[src/hdl/stl_pkg.sv]
// Package for the script token lexer: token kinds, scan modes, keyword and
// punctuation tables, and the result item type.
// No dependencies; the token interface and the top level use it by scoped names.
`timescale 1ns / 1ps

package stl_pkg;

  // Default width of the character position counter.
  localparam int POS_WIDTH_DEFAULT = 16;

  // Width of the reported start offset and length.
  localparam int LEN_WIDTH = 16;

  // Depth of the result queue; an item is taken only while two entries are free.
  localparam int QUEUE_DEPTH = 4;

  // Keyword table geometry.
  localparam int KW_COUNT = 9;
  localparam int KW_SLOTS = 8;

  // Token kind codes.
  localparam logic [4:0] KIND_NUMBER  = 5'd0;
  localparam logic [4:0] KIND_IDENT   = 5'd1;
  localparam logic [4:0] KIND_KW0     = 5'd2;
  localparam logic [4:0] KIND_PLUS    = 5'd11;
  localparam logic [4:0] KIND_MINUS   = 5'd12;
  localparam logic [4:0] KIND_STAR    = 5'd13;
  localparam logic [4:0] KIND_SLASH   = 5'd14;
  localparam logic [4:0] KIND_ASSIGN  = 5'd15;
  localparam logic [4:0] KIND_LPAREN  = 5'd16;
  localparam logic [4:0] KIND_RPAREN  = 5'd17;
  localparam logic [4:0] KIND_LBRACE  = 5'd18;
  localparam logic [4:0] KIND_RBRACE  = 5'd19;
  localparam logic [4:0] KIND_LBRACK  = 5'd20;
  localparam logic [4:0] KIND_RBRACK  = 5'd21;
  localparam logic [4:0] KIND_COMMA   = 5'd22;
  localparam logic [4:0] KIND_COLON   = 5'd23;
  localparam logic [4:0] KIND_SEMI    = 5'd24;
  localparam logic [4:0] KIND_EOF     = 5'd25;
  localparam logic [4:0] KIND_UNKNOWN = 5'd26;

  // Character codes with special meaning.
  localparam logic [7:0] CH_NUL   = 8'h00;
  localparam logic [7:0] CH_TAB   = 8'h09;
  localparam logic [7:0] CH_LF    = 8'h0A;
  localparam logic [7:0] CH_SPACE = 8'h20;
  localparam logic [7:0] CH_UNDER = 8'h5F;

  // Scan mode of the lexer.
  typedef enum logic [1:0] {
    MODE_IDLE = 2'd0,
    MODE_NUM  = 2'd1,
    MODE_WORD = 2'd2
  } mode_t;

  // One result item.
  typedef struct packed {
    logic [4:0]           token_kind;
    logic [LEN_WIDTH-1:0] token_start;
    logic [LEN_WIDTH-1:0] token_length;
    logic                 last_of_run;
  } token_t;

  // Keyword spelling, padded with NUL, and keyword lengths.
  localparam logic [7:0] KW_TEXT [KW_COUNT][KW_SLOTS] = '{
    '{"i", "f", CH_NUL, CH_NUL, CH_NUL, CH_NUL, CH_NUL, CH_NUL},
    '{"e", "l", "s", "e", CH_NUL, CH_NUL, CH_NUL, CH_NUL},
    '{"t", "r", "u", "e", CH_NUL, CH_NUL, CH_NUL, CH_NUL},
    '{"f", "a", "l", "s", "e", CH_NUL, CH_NUL, CH_NUL},
    '{"w", "h", "i", "l", "e", CH_NUL, CH_NUL, CH_NUL},
    '{"r", "e", "t", "u", "r", "n", CH_NUL, CH_NUL},
    '{"f", "u", "n", "c", CH_NUL, CH_NUL, CH_NUL, CH_NUL},
    '{"v", "a", "r", CH_NUL, CH_NUL, CH_NUL, CH_NUL, CH_NUL},
    '{"e", "c", "h", "o", CH_NUL, CH_NUL, CH_NUL, CH_NUL}
  };

  localparam logic [2:0] KW_LEN [KW_COUNT] = '{
    3'd2, 3'd4, 3'd4, 3'd5, 3'd5, 3'd6, 3'd4, 3'd3, 3'd4
  };

  // Kind of a single-character token: punctuation, or unknown otherwise.
  function automatic logic [4:0] punct_kind(input logic [7:0] c);
    logic [4:0] kind;
    unique case (c)
      "+":     kind = KIND_PLUS;
      "-":     kind = KIND_MINUS;
      "*":     kind = KIND_STAR;
      "/":     kind = KIND_SLASH;
      "=":     kind = KIND_ASSIGN;
      "(":     kind = KIND_LPAREN;
      ")":     kind = KIND_RPAREN;
      "{":     kind = KIND_LBRACE;
      "}":     kind = KIND_RBRACE;
      "[":     kind = KIND_LBRACK;
      "]":     kind = KIND_RBRACK;
      ",":     kind = KIND_COMMA;
      ":":     kind = KIND_COLON;
      ";":     kind = KIND_SEMI;
      default: kind = KIND_UNKNOWN;
    endcase
    return kind;
  endfunction

endpackage

[src/hdl/stl_char_if.sv]
// Input channel of the script token lexer: one source character per transfer.
// No dependencies.
`timescale 1ns / 1ps

interface stl_char_if;
  logic       valid;
  logic       ready;
  logic [7:0] ch;

  modport source (output valid, output ch, input ready);
  modport sink (input valid, input ch, output ready);
endinterface

[src/hdl/stl_token_if.sv]
// Output channel of the script token lexer: one token per transfer.
// Depends on stl_pkg for the field widths.
`timescale 1ns / 1ps

interface stl_token_if;
  logic                          valid;
  logic                          ready;
  logic [4:0]                    token_kind;
  logic [stl_pkg::LEN_WIDTH-1:0] token_start;
  logic [stl_pkg::LEN_WIDTH-1:0] token_length;
  logic                          last_of_run;

  modport source (output valid, output token_kind, output token_start,
                  output token_length, output last_of_run, input ready);
  modport sink (input valid, input token_kind, input token_start,
                input token_length, input last_of_run, output ready);
endinterface

[src/hdl/script_token_lexer_top.sv]
// Top level of the script token lexer: scan state, token decode and result queue.
// Depends on stl_pkg, stl_char_if and stl_token_if.
// Latency: a token is queued in the cycle after the character that completes it
// is transferred. Throughput: one character per cycle while the four-entry result
// queue has two free entries; a character that yields two tokens fills the queue
// by one more than the drain of one token per cycle while the output is ready.
// Reset (synchronous, active high) clears the scan state, position and queue.
`timescale 1ns / 1ps

module script_token_lexer_top #(
  parameter int POS_WIDTH = stl_pkg::POS_WIDTH_DEFAULT
) (
  input  logic               clk,
  input  logic               rst,
  stl_char_if.sink           char_in,
  stl_token_if.source        token_out
);

  localparam int PTR_WIDTH = $clog2(stl_pkg::QUEUE_DEPTH);
  localparam int CNT_WIDTH = $clog2(stl_pkg::QUEUE_DEPTH + 1);
  localparam int LW        = stl_pkg::LEN_WIDTH;
  localparam logic [LW-1:0] LEN_MAX = {LW{1'b1}};
  localparam logic [POS_WIDTH-1:0] POS_MAX = {POS_WIDTH{1'b1}};

  // Scan state.
  stl_pkg::mode_t                   mode, mode_next;
  logic [POS_WIDTH-1:0]             position, position_next;
  logic [LW-1:0]                    run_start, run_start_next;
  logic [LW-1:0]                    run_length, run_length_next;
  logic [stl_pkg::KW_COUNT-1:0]     kw_flags, kw_flags_next;

  // Result queue.
  stl_pkg::token_t                  queue [stl_pkg::QUEUE_DEPTH];
  logic [PTR_WIDTH-1:0]             wr_ptr, rd_ptr;
  logic [CNT_WIDTH-1:0]             count;

  // Decode results.
  stl_pkg::token_t                  res0, res1;
  logic [1:0]                       push_n;

  logic       take, pop;
  logic [7:0] c;
  logic       is_digit, is_alpha, is_space, is_word;
  logic       continues;
  logic [LW-1:0] pos_clamped;
  logic [31:0]   pos_ext;
  logic [4:0]    word_kind;
  logic [stl_pkg::KW_COUNT-1:0] keep_run, keep_first;

  // Keywords still matching after character ch sits at offset idx.
  function automatic logic [stl_pkg::KW_COUNT-1:0] kw_keep(
    input logic [LW-1:0] idx, input logic [7:0] ch);
    logic [stl_pkg::KW_COUNT-1:0] keep;
    for (int k = 0; k < stl_pkg::KW_COUNT; k++) begin
      keep[k] = (idx < LW'(stl_pkg::KW_LEN[k]))
                && (stl_pkg::KW_TEXT[k][idx[2:0]] == ch);
    end
    return keep;
  endfunction

  assign c    = char_in.ch;
  assign take = char_in.valid && char_in.ready;
  assign pop  = token_out.valid && token_out.ready;

  // Character classes.
  assign is_digit = (c >= "0") && (c <= "9");
  assign is_alpha = ((c >= "a") && (c <= "z")) || ((c >= "A") && (c <= "Z"));
  assign is_space = (c == stl_pkg::CH_SPACE) || (c == stl_pkg::CH_TAB)
                    || (c == stl_pkg::CH_LF);
  assign is_word  = is_alpha || is_digit || (c == stl_pkg::CH_UNDER);

  // The character extends the open run rather than ending it.
  assign continues = ((mode == stl_pkg::MODE_NUM) && is_digit)
                     || ((mode == stl_pkg::MODE_WORD) && is_word);

  // Start offsets are reported clamped to the 16-bit field.
  assign pos_ext     = 32'(position);
  assign pos_clamped = (pos_ext > 32'(LEN_MAX)) ? LEN_MAX : pos_ext[LW-1:0];

  assign keep_run   = kw_keep(run_length, c);
  assign keep_first = kw_keep('0, c);

  // Kind of the open word: the first keyword still matching at full length.
  always_comb begin
    word_kind = stl_pkg::KIND_IDENT;
    for (int k = stl_pkg::KW_COUNT - 1; k >= 0; k--) begin
      if (kw_flags[k] && (run_length == LW'(stl_pkg::KW_LEN[k]))) begin
        word_kind = stl_pkg::KIND_KW0 + 5'(k);
      end
    end
  end

  // Next scan state.
  always_comb begin
    mode_next       = mode;
    position_next   = position;
    run_start_next  = run_start;
    run_length_next = run_length;
    kw_flags_next   = kw_flags;
    if (continues) begin
      if (mode == stl_pkg::MODE_WORD) begin
        kw_flags_next = kw_flags & keep_run;
      end
      if (run_length != LEN_MAX) begin
        run_length_next = run_length + 1'b1;
      end
      if (position != POS_MAX) begin
        position_next = position + 1'b1;
      end
    end else begin
      mode_next = stl_pkg::MODE_IDLE;
      if (position != POS_MAX) begin
        position_next = position + 1'b1;
      end
      priority if (is_space) begin
        // Whitespace only moves the position.
      end else if (is_digit) begin
        mode_next       = stl_pkg::MODE_NUM;
        run_start_next  = pos_clamped;
        run_length_next = LW'(1);
      end else if (is_alpha) begin
        mode_next       = stl_pkg::MODE_WORD;
        run_start_next  = pos_clamped;
        run_length_next = LW'(1);
        kw_flags_next   = keep_first;
      end else if (c == stl_pkg::CH_NUL) begin
        position_next = '0;
      end else begin
        // Punctuation or unknown: position advances as set above.
      end
    end
  end

  // Result tokens for this character.
  always_comb begin
    stl_pkg::token_t run_tok, single_tok;
    logic run_emit, single_emit;
    run_tok.token_kind   = (mode == stl_pkg::MODE_NUM) ? stl_pkg::KIND_NUMBER : word_kind;
    run_tok.token_start  = run_start;
    run_tok.token_length = run_length;
    run_tok.last_of_run  = 1'b0;
    run_emit = !continues && ((mode == stl_pkg::MODE_NUM) || (mode == stl_pkg::MODE_WORD));

    single_tok.token_kind   = (c == stl_pkg::CH_NUL) ? stl_pkg::KIND_EOF
                                                     : stl_pkg::punct_kind(c);
    single_tok.token_start  = pos_clamped;
    single_tok.token_length = LW'(1);
    single_tok.last_of_run  = 1'b1;
    single_emit = !continues && !is_space && !is_digit && !is_alpha;

    res0   = run_tok;
    res1   = single_tok;
    push_n = 2'd0;
    priority if (run_emit && single_emit) begin
      push_n = 2'd2;
    end else if (run_emit) begin
      res0.last_of_run = 1'b1;
      push_n = 2'd1;
    end else if (single_emit) begin
      res0   = single_tok;
      push_n = 2'd1;
    end else begin
      push_n = 2'd0;
    end
  end

  // Scan state registers.
  always_ff @(posedge clk) begin
    if (rst) begin
      mode       <= stl_pkg::MODE_IDLE;
      position   <= '0;
      run_start  <= '0;
      run_length <= '0;
      kw_flags   <= '1;
    end else if (take) begin
      mode       <= mode_next;
      position   <= position_next;
      run_start  <= run_start_next;
      run_length <= run_length_next;
      kw_flags   <= kw_flags_next;
    end
  end

  // Result queue storage.
  always_ff @(posedge clk) begin
    if (take && (push_n != 2'd0)) begin
      queue[wr_ptr] <= res0;
    end
    if (take && (push_n == 2'd2)) begin
      queue[wr_ptr + 1'b1] <= res1;
    end
  end

  // Result queue pointers and fill count.
  always_ff @(posedge clk) begin
    if (rst) begin
      wr_ptr <= '0;
      rd_ptr <= '0;
      count  <= '0;
    end else begin
      if (take) begin
        wr_ptr <= wr_ptr + PTR_WIDTH'(push_n);
      end
      if (pop) begin
        rd_ptr <= rd_ptr + 1'b1;
      end
      count <= count + (take ? CNT_WIDTH'(push_n) : '0) - CNT_WIDTH'(pop);
    end
  end

  // Ports.
  assign char_in.ready          = (count <= CNT_WIDTH'(stl_pkg::QUEUE_DEPTH - 2));
  assign token_out.valid        = (count != '0);
  assign token_out.token_kind   = queue[rd_ptr].token_kind;
  assign token_out.token_start  = queue[rd_ptr].token_start;
  assign token_out.token_length = queue[rd_ptr].token_length;
  assign token_out.last_of_run  = queue[rd_ptr].last_of_run;

  // The queue never overfills.
  assert property (@(posedge clk) disable iff (rst)
    count <= CNT_WIDTH'(stl_pkg::QUEUE_DEPTH))
    else $error("result queue overflow");

  // End of file restarts the position.
  assert property (@(posedge clk) disable iff (rst)
    (take && (c == stl_pkg::CH_NUL)) |=> (position == '0))
    else $error("position not cleared after end of file");

  // The first of a token pair is always queued together with its partner.
  assert property (@(posedge clk) disable iff (rst)
    (token_out.valid && !token_out.last_of_run) |-> (count >= CNT_WIDTH'(2)))
    else $error("first token of a pair without its partner");

  // A character that continues a run produces nothing.
  assert property (@(posedge clk) disable iff (rst)
    (take && continues) |-> (push_n == 2'd0))
    else $error("token emitted inside a run");

  // Between tokens, a character yields at most one token.
  assert property (@(posedge clk) disable iff (rst)
    (take && (mode == stl_pkg::MODE_IDLE)) |-> (push_n != 2'd2))
    else $error("two tokens without an open run");

endmodule

[src/flat_wrapper.sv]
// flat-port wrapper written by rule: the top's interface ports become plain ports
module script_token_lexer_top_flat 
#(
  parameter int POS_WIDTH = stl_pkg::POS_WIDTH_DEFAULT
)
  (clk, rst, char_in_valid, char_in_ch, char_in_ready, token_out_valid, token_out_token_kind, token_out_token_start, token_out_token_length, token_out_last_of_run, token_out_ready);
  stl_char_if char_in_i ();
  stl_token_if token_out_i ();
  input  logic clk;
  input  logic rst;
  input wire logic [$bits(char_in_i.valid)-1:0] char_in_valid;
  input wire logic [$bits(char_in_i.ch)-1:0] char_in_ch;
  output wire logic [$bits(char_in_i.ready)-1:0] char_in_ready;
  output wire logic [$bits(token_out_i.valid)-1:0] token_out_valid;
  output wire logic [$bits(token_out_i.token_kind)-1:0] token_out_token_kind;
  output wire logic [$bits(token_out_i.token_start)-1:0] token_out_token_start;
  output wire logic [$bits(token_out_i.token_length)-1:0] token_out_token_length;
  output wire logic [$bits(token_out_i.last_of_run)-1:0] token_out_last_of_run;
  input wire logic [$bits(token_out_i.ready)-1:0] token_out_ready;
  assign char_in_i.valid = char_in_valid;
  assign char_in_i.ch = char_in_ch;
  assign char_in_ready = char_in_i.ready;
  assign token_out_valid = token_out_i.valid;
  assign token_out_token_kind = token_out_i.token_kind;
  assign token_out_token_start = token_out_i.token_start;
  assign token_out_token_length = token_out_i.token_length;
  assign token_out_last_of_run = token_out_i.last_of_run;
  assign token_out_i.ready = token_out_ready;
  script_token_lexer_top #(.POS_WIDTH(POS_WIDTH)) u_core (.clk(clk), .rst(rst), .char_in(char_in_i), .token_out(token_out_i));
endmodule
[config.mk]
export PLATFORM = sky130hd
export DESIGN_NAME = script_token_lexer_top_flat
export DESIGN_NICKNAME = d
export VERILOG_FILES = /design/src/hdl/stl_pkg.sv /design/src/hdl/stl_char_if.sv /design/src/hdl/stl_token_if.sv /design/src/hdl/script_token_lexer_top.sv /design/src/flat_wrapper.sv
export SDC_FILE = /design/constraint.sdc
export NUM_CORES = 1
export LEC_CHECK = 0
export ABC_AREA = 1
export BUFFER_PORTS_ARGS = -buffer_cell sky130_fd_sc_hd__buf_2
export CORE_UTILIZATION = 45
export CTS_CLUSTER_DIAMETER = 120
export DETAILED_ROUTE_END_ITERATION = 12
export SLEW_MARGIN = 20
export SYNTH_ARGS = -nofsm -noshare
export SYNTH_HDL_FRONTEND = slang
export SYNTH_SLANG_ARGS = --single-unit
[constraint.sdc]
create_clock -name clk -period 5.9 [get_ports clk]
set_clock_uncertainty 0.05 [all_clocks]
set_input_delay 0.59 -clock clk [delete_from_list [all_inputs] [get_ports clk]]
set_output_delay 0.59 -clock clk [all_outputs]
set_load 0.02 [all_outputs]
==> metrics.yaml <==
status: "completed"
row_count: 60
cp_top_family: "simple AND/OR/NAND/NOR gates"
grt_overflow: 0
post_cts_resized: 0
cts_buffers: 26
maxSlewViolCount: 0
worstPathArrival_ns: 5.18
wire_per_inst_um: 17.9
path_clk_slew_ns: 0.05
slowest_delay_ns: 0.80
drc_errors: 0
die_area_sq_um: 28400
layout-drive-gt1-share: 0.0853
synth.avg_cell_area_sq_um: 7.15
die_h_um: 168
antenna_found_initial: 0
p_seq_frac: 0.378
ys_seq_elements: 220
fin_setup_tns_ns: 0
ys.flop_type: "dfxtp_1"
grt_first_pass_wirelength_mm: 59.8
combPwrFrac: 0.281
endpoint: "u_core.queue[1][1]$_SDFFE_PP1P_"
yosysTopAreaCell: "dfxtp_1"
crit_type: "primary input to register"
synth_cell_types: 43
fin_nets: 1771
cp-start-kind: "primary input"
hold_viol: 0
dp_hpwl_mm: 26.7
p_int_mw: 3.03
rsz0062_at_grt: "no"
setup_ws_ns: 1.07
vias: 11714
core_sq_um: 27000
portBuffers: 51
post-place-ws_ns: 0.503
hp-start: "u_core.queue[3][14]$_SDFFE_PP0P_"
die_width_um: 168
synth_common_cells: "nand2_1 (452), nand3_1 (199), nor2_1 (184)"
drtPass1Iterations: 5
synth_area_sq_um: 12500
pwr-share-clk: 0.340
routed_via_density: 5.58
fin_crit_ns: 4.83
diodes: 0
synthesis.instances: 1743
async_flop_share: 0
critPathBufInv: 9
synth_edf_count: 84
crit_start: "char_in_ch[1]"
io_pins: 52
slowest_stage: "nor2_1"
area_growth_pct: 9.94
crit_fanout: 24
p_leak_nw: 5.72
synth.net_count: 1775
dp_cells: 2052
cts_tree: "built"
place_congestion: 0.919
crit_path_end_kind: "register"
htree_levels: 1
cts-root-buf: "clkbuf_16"
clkLatencyLatePin_ns: 0.53
grt_usage: 0.265
crit_chain: "buf_2, clkinv_1, nand2_1, nor2_1, inv_2, o21ai_4, inv_1, nand4_1, nand2_1, nand2_4, nor2_1, inv_1, ha_1, nor2_1, nand2_1, inv_1, buf_4, nor2_1, inv_1, or2_0, nand2_1, inv_1"
antenna_left: 0
p_switching_mw: 1.68
reg2reg_slack_ns: 1.57
clock-sinks: 220
ir_drop_mv: 0.236
relSlewSlack: 0.291
cp_num_cells: 22
max_cap_viol_count: 0
worst_slew_pin_slew_ns: 1.06
cts.repair_timing.setup_buffer_count: 0
hold_buffers: 0
setup-violations-final: 0
drt_iter0_markers: 1184
power_density_nw_per_um2: 344
grt_max_degree: 77
grt_pass1_vias: 10675
reg2reg_depth: 15
crit_top_cell: "inv_1"
synth.most_common_cell: "nand2_1"
synth_area_leaders: "dfxtp_1 (22%), edfxtp_1 (20%), nand2_1 (14%)"
wl_mm: 37.7
synth_top_area_frac: 0.218
fin_crit_sh: 0.818
r2r-end: "u_core.queue[1][1]$_SDFFE_PP1P_"
initial_core_util: 0.461
fin_cells: 2100
holdCritPathClass: "register to register"
required_ns: 6.25
switching_share: 0.357
fmax_mhz: 207
clockBufferDepth: 3
synth_seq_area_share: 0.421
ys_warn_count: 0
reg2reg_from: "u_core.mode[0]$_SDFFE_PP0P_"
## routing by layer
metal / GRT usage / vias to the layer above / routed length, um
li1: - / 5775 / -
met4: 0.0573 / 0 / 609
met5: 0 / - / 0
met3: 0.0390 / 48 / 3120
met2: 0.388 / 435 / 15700
met1: 0.409 / 5456 / 18200
## worst min-delay path by stage
stage,end,cells after the start,slack [ns]
global route,u_core.queue[1][7]$_SDFFE_PP0P_,2,0.42
detailed placement,u_core.queue[1][12]$_SDFFE_PP0P_,2,0.39
finish,u_core.queue[3][14]$_SDFFE_PP0P_,2,0.41
floorplan,u_core.queue[1][10]$_SDFFE_PP0P_,2,0.37
CTS,u_core.rd_ptr[0]$_SDFFE_PP0P_,5,0.40
global placement,u_core.queue[1][3]$_SDFFE_PP0P_,2,0.38
## cell usage in the layout, fill, tap and decap left out, types with 3 or more instances in the layout
master        n
a211oi_1      4
a21oi_1      59
and3_1        3
buf_2        51
buf_4        17
clkbuf_1      6
clkbuf_16    27
clkbuf_8      4
clkinv_1      4
clkinvlp_4    3
dfxtp_1     135
edfxtp_1     84
ha_1         19
inv_1       118
inv_2        13
nand2_1     452
nand2_2      11
nand3_1     199
nand4_1      23
nor2_1      184
nor2_4        6
nor3_1       31
nor4_1       14
o21ai_0     166
o22ai_1      38
or2_0         3
xor2_1       55
## power groups by stage
stage                     Sequential (mW)  Combinational (mW)  Clock (mW)
after floorplan                      1.77               0.948           0
after global placement               1.81                1.31           0
after detailed placement             1.81                1.32           0
after CTS                            1.78                1.32        1.63
after global routing                 1.79                1.46        1.68
final                                1.78                1.33        1.61
## worst reg2reg max path, cell delays in order, from the launching register on
cell	delay [ns]
dfxtp_1	0.35
inv_1	0.05
ha_1	0.27
buf_4	0.28
nor2_1	0.13
inv_1	0.08
ha_1	0.17
nor2_1	0.09
nand2_1	0.37
inv_1	0.08
buf_4	0.24
nor2_1	0.80
inv_1	0.75
or2_0	0.41
nand2_1	0.07
inv_1	0.04
## state kept, by name, indices dropped and copies added (netlist names), named ones only
| signal | flops |
|---|---|
| u_core.wr_ptr | 2 |
| u_core.position | 16 |
| u_core.kw_flags | 9 |
| u_core.count | 3 |
| u_core.run_length | 16 |
| u_core.run_start | 16 |
| u_core.mode | 2 |
| u_core.rd_ptr | 2 |
| u_core.queue | 152 |
## logic make-up after synthesis
family,count (synthesis),share of synthesized area
flip-flops,220,0.421
AO/OA/AOI/OAI,274,0.118
adder cells (fa/ha/maj),20,0.0207
XOR/XNOR,56,0.0394
buffers and inverters,234,0.0765
AND/OR/NAND/NOR,939,0.324
## cell type report
class                      count  area (sq um)
fill                        2709         13300
tap                          341           427
clock inverter                11           115
sequential                   220          5250
multi-input combinational   1289          6270
timing repair buffer          68           383
clock buffer                  37           753
inverter                     134           508
## through the flow
stage	utilization	power [mW]	hold WS [ns]	cell area, sq um
6_report	0.507	4.71	0.406	13700
5_1_grt	0.507	4.93	0.421	13700
4_1_cts	0.507	4.73	0.401	13700
3_5_place_dp	0.475	3.13	0.392	12800
3_3_place_gp	0.475	3.12	0.384	12800
2_1_floorplan	-	2.72	0.373	12500
Power figures use the tool's default switching activity.
